<file path="src/hdl/isc_pkg.sv">
// Package with the shared constants, types and codes of the interval stabbing counter.
`timescale 1ns / 1ps

package isc_pkg;

  // Store size and the widths that follow from it.
  localparam int MAX_SEGMENTS = 1024;
  localparam int ADDR_W       = $clog2(MAX_SEGMENTS);
  localparam int COUNT_W      = $clog2(MAX_SEGMENTS + 1);

  // Fixed field widths of the channels.
  localparam int FUNC_W   = 2;
  localparam int KEY_W    = 32;
  localparam int HIT_W    = 11;
  localparam int STATUS_W = 2;

  // Operation codes carried in the func field.
  localparam logic [FUNC_W-1:0] FN_CLEAR = 2'd0;
  localparam logic [FUNC_W-1:0] FN_ADD   = 2'd1;
  localparam logic [FUNC_W-1:0] FN_QUERY = 2'd2;

  // Result status codes.
  typedef enum logic [STATUS_W-1:0] {
    ST_OK    = 2'd0,
    ST_FULL  = 2'd1,
    ST_ORDER = 2'd2
  } status_t;

  // Sequencer states of the top level.
  typedef enum logic [2:0] {
    T_IDLE,
    T_INS_SRCH,
    T_SHIFT,
    T_Q_START,
    T_Q_END,
    T_DONE
  } ctl_state_t;

  // States of the binary search unit.
  typedef enum logic [1:0] {
    SR_IDLE,
    SR_ADDR,
    SR_CMP
  } srch_state_t;

  // Request from the sequencer to the search unit.
  typedef struct packed {
    logic                    start;
    logic                    strict;
    logic [COUNT_W-1:0]      total;
    logic signed [KEY_W-1:0] key;
  } search_req_t;

  // Answer from the search unit.
  typedef struct packed {
    logic               done;
    logic [COUNT_W-1:0] rank;
  } search_rsp_t;

endpackage

</file>
<file path="src/hdl/isc_search.sv">
// Binary search unit that ranks a key against a sorted store; each probe passes an address state and a compare state.
`timescale 1ns / 1ps

module isc_search (
  input  logic                              clk,
  input  logic                              rst,
  input  isc_pkg::search_req_t              req,
  input  logic signed [isc_pkg::KEY_W-1:0]  rd_data,
  output logic [isc_pkg::ADDR_W-1:0]        rd_addr,
  output isc_pkg::search_rsp_t              rsp
);
  import isc_pkg::*;

  srch_state_t        state, state_next;
  logic [COUNT_W-1:0] lo, lo_next;
  logic [COUNT_W-1:0] hi, hi_next;
  logic [COUNT_W-1:0] mid;
  logic               below;

  // Probe address and comparison against the entry read back.
  always_comb begin
    mid     = lo + ((hi - lo) >> 1);
    rd_addr = mid[ADDR_W-1:0];
    below   = req.strict ? (rd_data < req.key) : (rd_data <= req.key);
  end

  // Bounds and state registers.
  always_ff @(posedge clk) begin
    if (rst) begin
      state <= SR_IDLE;
    end else begin
      state <= state_next;
    end
    lo <= lo_next;
    hi <= hi_next;
  end

  // Next bounds; the rank is ready once the window has closed.
  always_comb begin
    state_next = state;
    lo_next    = lo;
    hi_next    = hi;
    rsp.done   = 1'b0;
    rsp.rank   = lo;
    case (state)
      SR_IDLE: begin
        if (req.start) begin
          lo_next    = '0;
          hi_next    = req.total;
          state_next = SR_ADDR;
        end
      end
      SR_ADDR: begin
        if (lo < hi) begin
          state_next = SR_CMP;
        end else begin
          rsp.done   = 1'b1;
          state_next = SR_IDLE;
        end
      end
      SR_CMP: begin
        if (below) begin
          lo_next = mid + COUNT_W'(1);
        end else begin
          hi_next = mid;
        end
        state_next = SR_ADDR;
      end
      default: begin
        state_next = SR_IDLE;
      end
    endcase
  end

endmodule

</file>
<file path="config.mk">
export PLATFORM = sky130hd
export DESIGN_NAME = isc_search
export DESIGN_NICKNAME = d
export VERILOG_FILES = /design/src/hdl/isc_pkg.sv /design/src/hdl/isc_search.sv
export SDC_FILE = /design/constraint.sdc
export NUM_CORES = 1
export LEC_CHECK = 0
export ABC_AREA = 1
export BUFFER_PORTS_ARGS = -buffer_cell sky130_fd_sc_hd__buf_2
export CORE_ASPECT_RATIO = 2
export CORE_MARGIN = 3
export CORE_UTILIZATION = 40
export DETAILED_ROUTE_END_ITERATION = 12
export HOLD_SLACK_MARGIN = 0.02
export PLACE_DENSITY = 0.75
export SLEW_MARGIN = 20
export SYNTH_ARGS = -nofsm -noshare
export SYNTH_HDL_FRONTEND = slang
export SYNTH_SLANG_ARGS = --single-unit
</file>
<file path="constraint.sdc">
create_clock -name clk -period 3.3 [get_ports clk]
set_input_delay 0.33 -clock clk [delete_from_list [all_inputs] [get_ports clk]]
set_output_delay 0.33 -clock clk [all_outputs]
set_load 0.05 [all_outputs]
</file>
== After elaboration in Yosys (flattened, before gate mapping) ==
Cells that the tools add are included.

* Input port bits: 79
* Register bits after elaboration: 24
* Output and inout port bits: 22

* Reductions and logical operators: 4
* Muxes and demuxes: 12
* $lt $le $gt $ge: 3
* Add/subtract/negate cells: 3
* Equality and inequality tests: 5

{| class="wikitable"
|+ Operators by type and width
! cell !! count
|-
| 2-to-1 mux 11 bit || 4
|-
| case mux 11 bit (2 select lines) || 2
|-
| less-or-equal comparator 32 bit || 1
|-
| < comparator 32 bit || 1
|-
| adder 11 x 1 -> 11 bit (second input constant) || 1
|-
| adder 11 x 10 -> 11 bit || 1
|-
| < comparator 11 bit || 1
|-
| subtractor 11 bit || 1
|-
| != test 2 bit (second input constant) || 3
|-
| case mux 2 bit (3 select lines) || 1
|-
| AND reduction 3 bit || 2
|-
| 2-to-1 mux 2 bit || 2
|-
| 2-to-1 mux 1 bit || 3
|-
| == test 2 x 1 -> 1 bit (second input constant) || 1
|-
| == test 2 bit (second input constant) || 1
|-
| logical NOT 2 bit || 1
|-
| nonzero test 2 bit || 1
|}

== Depth between registers and ports, before layout ==
Gate-level depths: netlist (run 1).

* Depth in word-level cells: 5
* Mapped depth: 23

== Worst setup path before layout (run 1) ==
No wires, ideal clock.

* Kind: register -> register
* From: register lo[0]
* To: register lo[10], data pin
* Clock period less this slack: 3712 ps
* Data required time: 3048 ps
* Arrival: 3460 ps
* Setup time: 252 ps
* Path slack: -412 ps
* Buffers on the path: 0
* Stages on the path, launching flop included: 16
* Path through: edfxtp_1 ha_1 inv_1 fa_1 ha_1 fa_1 ha_1 inv_1 nor2_1 nand2_2 nor2_2 nand3_2 nor2_4 nand2_1 nand2_1 nand2_1

* Longest elaborated chain between the ends: 5

{| class="wikitable"
|+ RTL lines
! element !! line !! source
|-
| from (decl) || isc_search.sv:15 || <nowiki>logic [COUNT_W-1:0] lo, lo_next;</nowiki>
|-
| from (signal assigned) || isc_search.sv:34 || <nowiki>lo <= lo_next;</nowiki>
|-
| subtractor 11 bit || isc_search.sv:22 || <nowiki>mid = lo + ((hi - lo) >> 1);</nowiki>
|-
| adder 11 x 10 -> 11 bit (*) || isc_search.sv:22 ||
|-
| via rd_addr (one bit) || isc_search.sv:9 || <nowiki>output logic [isc_pkg::ADDR_W-1:0] rd_addr,</nowiki>
|-
| adder 11 x 1 -> 11 bit (*) || isc_search.sv:63 || <nowiki>lo_next = mid + COUNT_W'(1);</nowiki>
|-
| 2-to-1 mux 11 bit (*) || isc_search.sv:62 || <nowiki>if (below) begin</nowiki>
|-
| case mux 11 bit (2 select lines) (*) || isc_search.sv:45 || <nowiki>case (state)</nowiki>
|}

Mark *: on every way through the listed nets, which the timed path passes. The rest lies on a longest branch. The select of a mux whose other input is x is not followed.
A chain may end at the register's enable or synchronous reset.

== Worst setup path in the final report (run 1) ==
* From: register lo[0]
* To: output rd_addr[8] in the netlist's numbering

* Longest elaborated chain between the ends: 2

{| class="wikitable"
|+ RTL lines
! element !! line
|-
| subtractor 11 bit || isc_search.sv:22
|-
| adder 11 x 10 -> 11 bit (*) || isc_search.sv:22
|-
| to (decl) || isc_search.sv:9
|}

Mark *: on every way between the ends. The rest lies on a longest branch, timed or not.

==> run_results.csv, run 1 <==
group,metric,value,unit
worst_setup_path,worstPathRequired,2.97,ns
cts,cts_hold_buf,0,
power,power_leakage,2.18,nW
sta,fin_skew,0.000868,ns
synth,netlist.area_leader.share,22.4,%
sta,hold_violations,0,
final_layout,layout_common_cells,"95 x buf_2, 93 x nand2_1, 71 x inv_1, 43 x ha_1, 31 x a21oi_1",
global_routing,grt_pass1_vias,3190,
final_layout,final_common_cell,"buf_2",
global_routing,grt_pass1_wl,13300,µm
global_routing,antenna_found_initial,0,
synth,syn_inst,415,
global_routing,track_usage,20.0,%
die,io_pins,101,
synth,synth_flop_cell,"edfxtp_1",
cts,cts_root_buffer,"clkbuf_16",
final_layout,n_fill_cell,683,
run_status,violations,"negative setup slack",
sta,worst_pin_slew,0.591,ns
final_layout,diodes,0,
synth,synth.yosys.seq_area_share,23.2,%
cts,clock_latency,0.26,ns
worst_setup_path,setup.worst_path.start,"lo[0]",
sta,fin_tns_setup,-0.00373,ns
global_routing,grt_overflow_total,0,
global_routing,grt_max_degree,16,
die,dieArea,8680,µm²
die,core,7270,µm²
drt,post-route-drc-count,0,
placed_design,port_buffers,100,
sta,fin_crit_sh,100,%
synth,async_flop_share,0,%
synth,synth-edff-count,22,
run_status,status,"complete, but fails checks",
worst_setup_path,crit_path_cell_trace,"ha_2 -> inv_2 -> fa_2 -> a21oi_4 -> o21a_1 -> xnor2_2 -> ha_1 -> a21oi_1 -> nand3_4 -> xor2_4 -> buf_6",
power,p_per_area,633,nW/µm²
synth,yosysWarnings,0,
final_layout,fin_nets,673,
drt,vias,3160,
sta,slew-limit-headroom,60.4,%
worst_setup_path,critPathKind,"flop to output pin",
worst_setup_path,worstPathArrival,2.97,ns
power,ir_drop,237,µV
die,floorplan.die.width,67.4,µm
drt,firstDrtPassIters,4,
run,drv_cap,0,
synth,synth_top_cell_by_area,"ha_1",
sta,worst_slack,-0.00373,ns
drt,viasPerCell,5.02,
worst_hold_path,holdCritStartpoint,"rst",
final_layout,area_delta_synth_final,36.7,%
cts,clk_pin_slew,0.06,ns
synth,syn-mean-instance-area,7.27,µm²
sta,fin_crit,3.30,ns
placed_design,dp_hpwl,7100,µm
sta,clock.fmax,303,MHz
sta,timing.final.max_slew_violations,0,
cts,ctsHtreeMaxLevel,1,
die,initial_core_util,41.5,%
synth,syn_nets,550,
worst_setup_path,critPathSlowestCell,"edfxtp_1",
worst_setup_path,crit_path_max_incr_delay,0.40,ns
cts,cts_buffers,3,
placed_design,place_area,3720,µm²
cts,cts_sinks,24,
worst_setup_path,cp_max_fo,4,
worst_setup_path,r2r_start,"lo[0]",
final_layout,drive_gt1_share,35.0,%
final_layout,fin_cells,629,
worst_setup_path,worstSetupEndpointType,"output pin",
sta,rsz0062_at_grt,"yes",
placed_design,gp_congestion,0.801,
die,chipHeight,129,µm
drt,drt_wl_total,8690,µm
worst_setup_path,critPathLaunchType,"flop",
worst_hold_path,worstHoldPathType,"input port to flop",
cts,cts_tree,"built",
final_layout,final_cell_area,4120,µm²
synth,ys_seq_elements,24,
drt,wire_per_inst,13.8,µm
power,p_total,2.61,mW
sta,setup_viol,1,
synth,ys_types,34,
placed_design,dp_cells,611,
drt,drt_first_iter_violations,106,
synth,syn_area,3020,µm²
cts,clockBufferDepth,2,
synth,synth.area.top_cells,"ha_1 22%, edfxtp_1 22%, nand2_1 13%, inv_1 9.6%, a21oi_1 6.3%",
drt,ant_nets,0,
die,rows,44,
## Yosys cell counts (2+ instances only)
master and count:
nand4_1 4, a21o_1 2, clkbuf_1 2, o21a_1 3, nor2_2 2, nand2_2 5, a21oi_1 38, fa_1 2
o21ai_1 6, nand2_1 102, dfxtp_1 2, xor2_4 2, nor2_4 2, nand3_1 14, xor2_1 4, ha_1 54
a31oi_1 2, nor4_1 2, edfxtp_1 22, nor3_1 3, xnor2_1 6, o21ai_0 12, nand3_2 5, inv_1 77
nor2_1 33
## what timing repair did
| item | in CTS | in global routing |
|---|---|---|
| gates resized for setup | 15 | 36 |
| hold endpoints to repair | 0 | 0 |
| pin swaps | 2 | 18 |
| endpoints found under the setup margin | 5 | 10 |
| buffers inserted | 2 | 12 |
## through the flow
step	utilization [%]	hold WS [ns]	setup slack, ns
CTS	53.3	0.229	0.00846
global route	56.7	0.241	-0.117
global placement	51.2	0.425	0.177
floorplan	-	0.402	-0.208
finish	56.7	0.234	-0.00373
detailed placement	51.2	0.445	0.110
## area by class of cell
cell class              count  area, µm²  share of cell area (%)
repair buffers            121        693                    16.8
well taps                  92        115                    2.79
inverters                  78        293                    7.10
clock buffers               3       75.1                    1.82
clock inverters             1       3.75                  0.0911
multi-input cells         310       2240                    54.4
flip-flops and latches     24        701                    17.0
## critical path, delay by kind of cell (launching register included)
kind,cells,cell delay (ns)
simple gates,1,0.15
flops,1,0.40
compound gates,3,0.63
xor+xnor,2,0.34
fa+ha+maj,3,0.96
buf+inv,2,0.23
## per-layer routing
metal / share of wire, % / vias up / GRT usage (%)
li1: - / 1595 / -
met2: 57 / 114 / 39.8
met1: 34 / 1428 / 18.2
met3: 4.6 / 23 / 1.48
met5: 0 / - / 0
met4: 4.4 / 0 / 12.1
## state kept, by name (all words and copies together), names as in the netlist
name / cells
state: 2
lo: 11
hi: 11
## where the power goes
group,total [mW],switching [mW],internal (mW)
logic,1.95,1.24,0.709
clock network,0.270,0.108,0.162
registers,0.385,0.0180,0.367
total,2.61,1.37,1.24
## worst paths after layout
path | endpoint | slack (ns) | depth (start not counted)
hold reg to reg | state[1] | 0.46 | 1
setup reg to reg | lo[10] | 0.05 | 16
setup / recovery | rd_addr[8] | -0.004 | 11
hold / removal | state[0] | 0.23 | 2
## logic make-up after synthesis
| group | Yosys count | synth area share, % |
|---|---|---|
| buffers and inverters | 81 | 10.1 |
| AOI/OAI and AO/OA | 66 | 11.8 |
| DFF | 24 | 23.2 |
| adders and majority gates | 56 | 23.7 |
| and+or+nand+nor | 174 | 25.3 |
| xor gates and xnor gates | 14 | 5.81 |
Power figures use the tool's default switching activity.
==> run 2, diff against run 1 <==
==> constraint.sdc (replaced) <==
create_clock -name clk -period 3.8 [get_ports clk]
set_input_delay 0.38 -clock clk [delete_from_list [all_inputs] [get_ports clk]]
set_output_delay 0.38 -clock clk [all_outputs]
set_load 0.05 [all_outputs]
==> run 2 against run 1 <==
Effect of this change:
- the flow now finishes without violations
- final cell count is 2.9% lower
- sequential power is 14% lower
- largest power group unchanged
- critical endpoint is now rd_addr[7]
- count of clock-buffer cells in the layout stayed put
==> run_results.csv, run 2 (synthesis gave the netlist of run 1 again) <==
group,metric,value,unit
placed_design,dp_hpwl,7040,µm
placed_design,dp_cells,607,
die,initial_core_util,41.5,%
cts,ctsHtreeMaxLevel,1,
worst_hold_path,worstHoldPathType,"input port to flop",
sta,fin_crit_sh,94.0,%
final_layout,final_cell_area,3770,µm²
placed_design,dp_slack,0.472,ns
final_layout,diodes,0,
drt,drt_wl_total,7970,µm
worst_setup_path,worstPathArrival,3.19,ns
worst_setup_path,path_common_cell,"nand2_1",
drt,viasPerCell,4.91,
final_layout,final_common_cell,"nand2_1",
cts,cts_sinks,24,
die,floorplan.die.width,67.4,µm
sta,timing.final.max_slew_violations,0,
cts,cts_tree,"built",
final_layout,drive_gt1_share,25.0,%
die,dieArea,8680,µm²
worst_setup_path,cp_max_fo,6,
worst_setup_path,reg2regPathDepth,15,
sta,slew-limit-headroom,65.4,%
worst_setup_path,path_buf_inv,4,
placed_design,gp_congestion,0.870,
global_routing,grt_pass1_vias,3064,
final_layout,utilization,51.9,%
global_routing,grt_pass1_wl,12900,µm
cts,clock_latency,0.27,ns
power,power_leakage,2.08,nW
sta,fin_crit,3.57,ns
sta,hold_violations,0,
drt,vias,3003,
global_routing,grt_max_degree,17,
cts,clockBufferDepth,2,
sta,clock.fmax,280,MHz
worst_setup_path,crit_end,"rd_addr[7]",
final_layout,n_fill_cell,726,
drt,wire_per_inst,13.0,µm
power,ir_drop,212,µV
worst_setup_path,setup.worst_path.start,"lo[2]",
drt,post-route-drc-count,0,
power,p_total,2.02,mW
worst_setup_path,cp.depth,15,
die,io_pins,101,
sta,worst_pin_slew,0.518,ns
final_layout,fin_nets,655,
final_layout,layout_common_cells,"102 x nand2_1, 98 x buf_2, 77 x inv_1, 53 x ha_1, 37 x a21oi_1",
drt,ant_nets,0,
final_layout,fin_cells,611,
worst_setup_path,worstPathRequired,3.42,ns
die,rows,44,
worst_setup_path,r2r_start,"lo[0]",
sta,fin_tns_setup,0,ns
die,core,7270,µm²
cts,cts_buffers,3,
die,chipHeight,129,µm
global_routing,grt_overflow_total,0,
worst_setup_path,cp_top_family,"adder cells",
drt,firstDrtPassIters,4,
global_routing,track_usage,19.4,%
run_status,status,"finished, final reports clean",
cts,clk_pin_slew,0.07,ns
sta,worst_slack,0.227,ns
worst_setup_path,crit_path_max_incr_delay,0.40,ns
sta,fin_skew,0.00647,ns
worst_setup_path,rrSetupSlack,0.46,ns
placed_design,place_area,3640,µm²
placed_design,port_buffers,100,
run,drv_cap,0,
final_layout,area_delta_synth_final,25.0,%
sta,setup_viol,0,
final_layout,reg_top3,"hi (11), lo (11), state (2)",
worst_setup_path,crit_path_cell_trace,"inv_1 -> ha_1 -> a21oi_1 -> nand2_1 -> nand2_1 -> nand2_1 -> xor2_1 -> ha_1 -> inv_1 -> o21ai_0 -> a21oi_1 -> nand2_1 -> xor2_4 -> inv_1 -> buf_2",
worst_setup_path,critPathKind,"flop to output pin",
cts,cts_hold_buf,0,
cts,cts_root_buffer,"clkbuf_16",
worst_setup_path,critPathSlowestCell,"edfxtp_1",
global_routing,antenna_found_initial,0,
worst_setup_path,r2r-end,"lo[10]",
sta,hold_ws,0.276,ns
sta,rsz0062_at_grt,"no",
worst_setup_path,worstSetupEndpointType,"output pin",
worst_setup_path,critPathLaunchType,"flop",
cts,cts_setup_buffers,0,
power,p_per_area,536,nW/µm²
drt,drt_first_iter_violations,128,
run 2: changes by cell type in the layout (fill, tap and decap cells not counted), sizes merged:
| cell | previous run | this run |
|---|---|---|
| buf | 121 | 101 |
| clkbuf | 3 | 5 |
| bufinv | 0 | 1 |
| clkinv | 1 | 0 |
run 2: per-layer routing:
| metal | wire [µm] | vias to the layer above | GRT usage [%] |
|---|---|---|---|
| met5 | 0 | - | 0 |
| met4 | 232 | 0 | 8.01 |
| met3 | 399 | 15 | 1.57 |
| met2 | 4730 | 106 | 40.7 |
| met1 | 2610 | 1323 | 17.2 |
| li1 | - | 1559 | - |
run 2: area by class of cell:
type	instances	area, µm²	share of cell area, %
clock buffers	3	75.1	1.99
clock inverters	1	30.0	0.797
inverters	78	293	7.77
multi-input cells	310	2030	53.8
flip-flops and latches	24	701	18.6
well taps	92	115	3.05
repair buffers	103	528	14.0
run 2: how the worst min path moves through the flow:
stage / startpoint / to / slack [ns] / depth (start not counted)
finish: rst / state[0] / 0.28 / 2
global route: rst / state[0] / 0.30 / 2
CTS: rst / state[0] / 0.28 / 2
detailed placement: state[1] / state[1] / 0.45 / 1
global placement: state[1] / state[1] / 0.42 / 1
floorplan: state[1] / state[1] / 0.41 / 1
run 2: what timing repair did:
action | in CTS | in global routing
resized for setup | 0 | 5
hold endpoints to repair | 0 | 0
endpoints found under the setup margin | 0 | 3
run 2: power breakdown:
part	switching, mW	internal [mW]	total [mW]	leakage [nW]
Combinational	0.962	0.416	1.38	1.80
Clock	0.0985	0.210	0.308	0.0511
Sequential	0.0148	0.318	0.333	0.233
Total	1.08	0.944	2.02	2.08
run 2: worst register-to-register path: stages, from the launching register on:
cell      delay, ns
edfxtp_1       0.43
ha_1           0.22
inv_1          0.08
fa_1           0.44
ha_1           0.25
fa_1           0.60
ha_1           0.21
inv_1          0.04
nor2_1         0.18
nand2_2        0.10
nor2_2         0.13
nand3_2        0.12
nor2_4         0.14
nand2_1        0.06
nand2_1        0.06
nand2_1        0.05
==> run 3, diff against run 2 <==
--- a/config.mk
+++ b/config.mk
@@ -7,7 +7,7 @@
 export LEC_CHECK = 0
 export ABC_AREA = 1
 export BUFFER_PORTS_ARGS = -buffer_cell sky130_fd_sc_hd__buf_2
-export CORE_ASPECT_RATIO = 2
+export CORE_ASPECT_RATIO = 0.8
 export CORE_MARGIN = 3
 export CORE_UTILIZATION = 40
 export DETAILED_ROUTE_END_ITERATION = 12
==> run 3 against run 2 <==
Effect of this change:
- setup slack better by 0.027 ns
- sequential share of layout area up 0.38 points
- final cell count down 0.98%
- register-to-register slack about the same
- fmax up 0.76%
- count of clock-buffer cells in the layout unchanged
- die area down 0.66%
- combinational power down 4%
- design area down 2.0%
- critical path type unchanged
- largest cell class unchanged
==> run_results.csv, run 3 (synthesis gave the netlist of run 1 again) <==
group,metric,value,unit
die,chipHeight,83.7,µm
drt,firstDrtPassIters,4,
drt,vias,2950,
drt,drt_first_iter_violations,113,
global_routing,grt_pass1_vias,2754,
final_layout,ff_latch_area,701,µm²
sta,fin_crit,3.55,ns
global_routing,grt_pass1_wl,12100,µm
final_layout,final_common_cell,"nand2_1",
run,drv_cap,0,
sta,worst_pin_slew,0.673,ns
drt,post-route-drc-count,0,
final_layout,multi_input_area,2020,µm²
worst_setup_path,cp_max_fo,5,
cts,cts_sinks,24,
die,io_pins,101,
sta,fin_tns_setup,0,ns
worst_setup_path,worstSetupEndpointType,"output pin",
placed_design,gp_congestion,0.888,
placed_design,place_area,3630,µm²
sta,clock.fmax,282,MHz
drt,drt_wl_total,7480,µm
cts,clockBufferDepth,2,
sta,worst_slack,0.254,ns
worst_hold_path,worstHoldPathType,"input port to flop",
drt,wire_per_inst,12.4,µm
sta,fin_crit_sh,93.3,%
die,core,7090,µm²
sta,setup_viol,0,
worst_setup_path,worstPathRequired,3.42,ns
worst_setup_path,critPathKind,"flop to output pin",
worst_setup_path,critPathLaunchType,"flop",
drt,ant_nets,0,
power,p_per_area,495,nW/µm²
worst_setup_path,worstPathArrival,3.17,ns
sta,slew-limit-headroom,54.9,%
drt,viasPerCell,4.88,
cts,cts_hold_buf,0,
cts,cts_root_buffer,"clkbuf_8",
placed_design,dp_slack,0.494,ns
cts,clock_latency,0.29,ns
global_routing,grt_overflow_total,0,
final_layout,drive_gt1_share,24.5,%
final_layout,area_delta_synth_final,22.5,%
global_routing,antenna_found_initial,0,
placed_design,dp_cells,601,
cts,cts_tree,"built",
final_layout,layout_common_cells,"102 x nand2_1, 97 x buf_2, 77 x inv_1, 53 x ha_1, 38 x a21oi_1",
sta,rsz0062_at_grt,"no",
final_layout,utilization,52.1,%
global_routing,grt_max_degree,16,
placed_design,port_buffers,100,
power,power_leakage,2.05,nW
final_layout,n_fill_cell,732,
sta,hold_ws,0.270,ns
cts,clk_pin_slew,0.11,ns
sta,hold_violations,0,
placed_design,dp_hpwl,6500,µm
cts,cts_buffers,3,
die,initial_core_util,42.5,%
final_layout,diodes,0,
cts,ctsHtreeMaxLevel,1,
power,p_total,1.83,mW
die,floorplan.die.width,103,µm
final_layout,fin_nets,654,
sta,fin_skew,0.0201,ns
power,ir_drop,232,µV
die,rows,27,
die,dieArea,8620,µm²
final_layout,reg_top3,"hi (11), lo (11), state (2)",
final_layout,final_cell_area,3690,µm²
final_layout,fin_cells,605,
global_routing,track_usage,17.1,%
run_status,status,"finished, final reports clean",
sta,timing.final.max_slew_violations,0,
[run 3: cell count changes in the layout (fill, tap and decap cells not counted), sizes merged]
cell	before	now
buf	101	99
clkinv	0	1
clkbuf	5	6
bufinv	1	0
[run 3: metal layers]
metal  vias to the layer above  routed length [µm]  global-route usage (%)
li1                       1566                   -                       -
met1                      1312                3590                    23.8
met2                        68                3400                    28.2
met3                         4                 470                    3.26
met4                         0                  28                    1.41
met5                         -                   0                       0
[run 3: path summary, 6_finish.rpt]
check,start,endpoint,slack [ns],cells past startpoint
worst max-delay path,lo[2],rd_addr[9],0.25,18
worst min-delay path,rst,state[0],0.27,2
worst max register to register,lo[0],lo[10],0.45,15
worst min register to register,state[1],state[1],0.45,1
[run 3: power by group]
group          internal [mW]  switching [mW]
combinational          0.406           0.924
clock                 0.0728          0.0944
sequential             0.318          0.0153
total                  0.797            1.03
[run 3: layout make-up]
class                      instances  area share (%)
multi-input combinational        310            54.8
sequential                        24            19.0
clock inverter                     1           0.102
tap                               87            2.95
timing repair buffer             102            14.2
inverter                          78            7.93
clock buffer                       3            1.12
[run 3: timing repair]
| action | in CTS | in global routing |
|---|---|---|
| setup endpoints to repair | 0 | 4 |
| resized for setup | 0 | 6 |
| buffers inserted | 0 | 0 |
[run 3: worst max-delay path: stages, from the launching register on]
cell,delay (ns)
edfxtp_1,0.40
inv_1,0.06
ha_1,0.36
a21oi_1,0.18
nand2_1,0.14
nand2_1,0.09
nand2_1,0.08
nand3_1,0.08
nand2_1,0.07
xor2_1,0.16
ha_2,0.42
nand2_1,0.09
nor2_1,0.14
inv_1,0.05
o21bai_1,0.13
nand2_1,0.07
nand2_1,0.11
inv_1,0.06
clkbuf_4,0.21
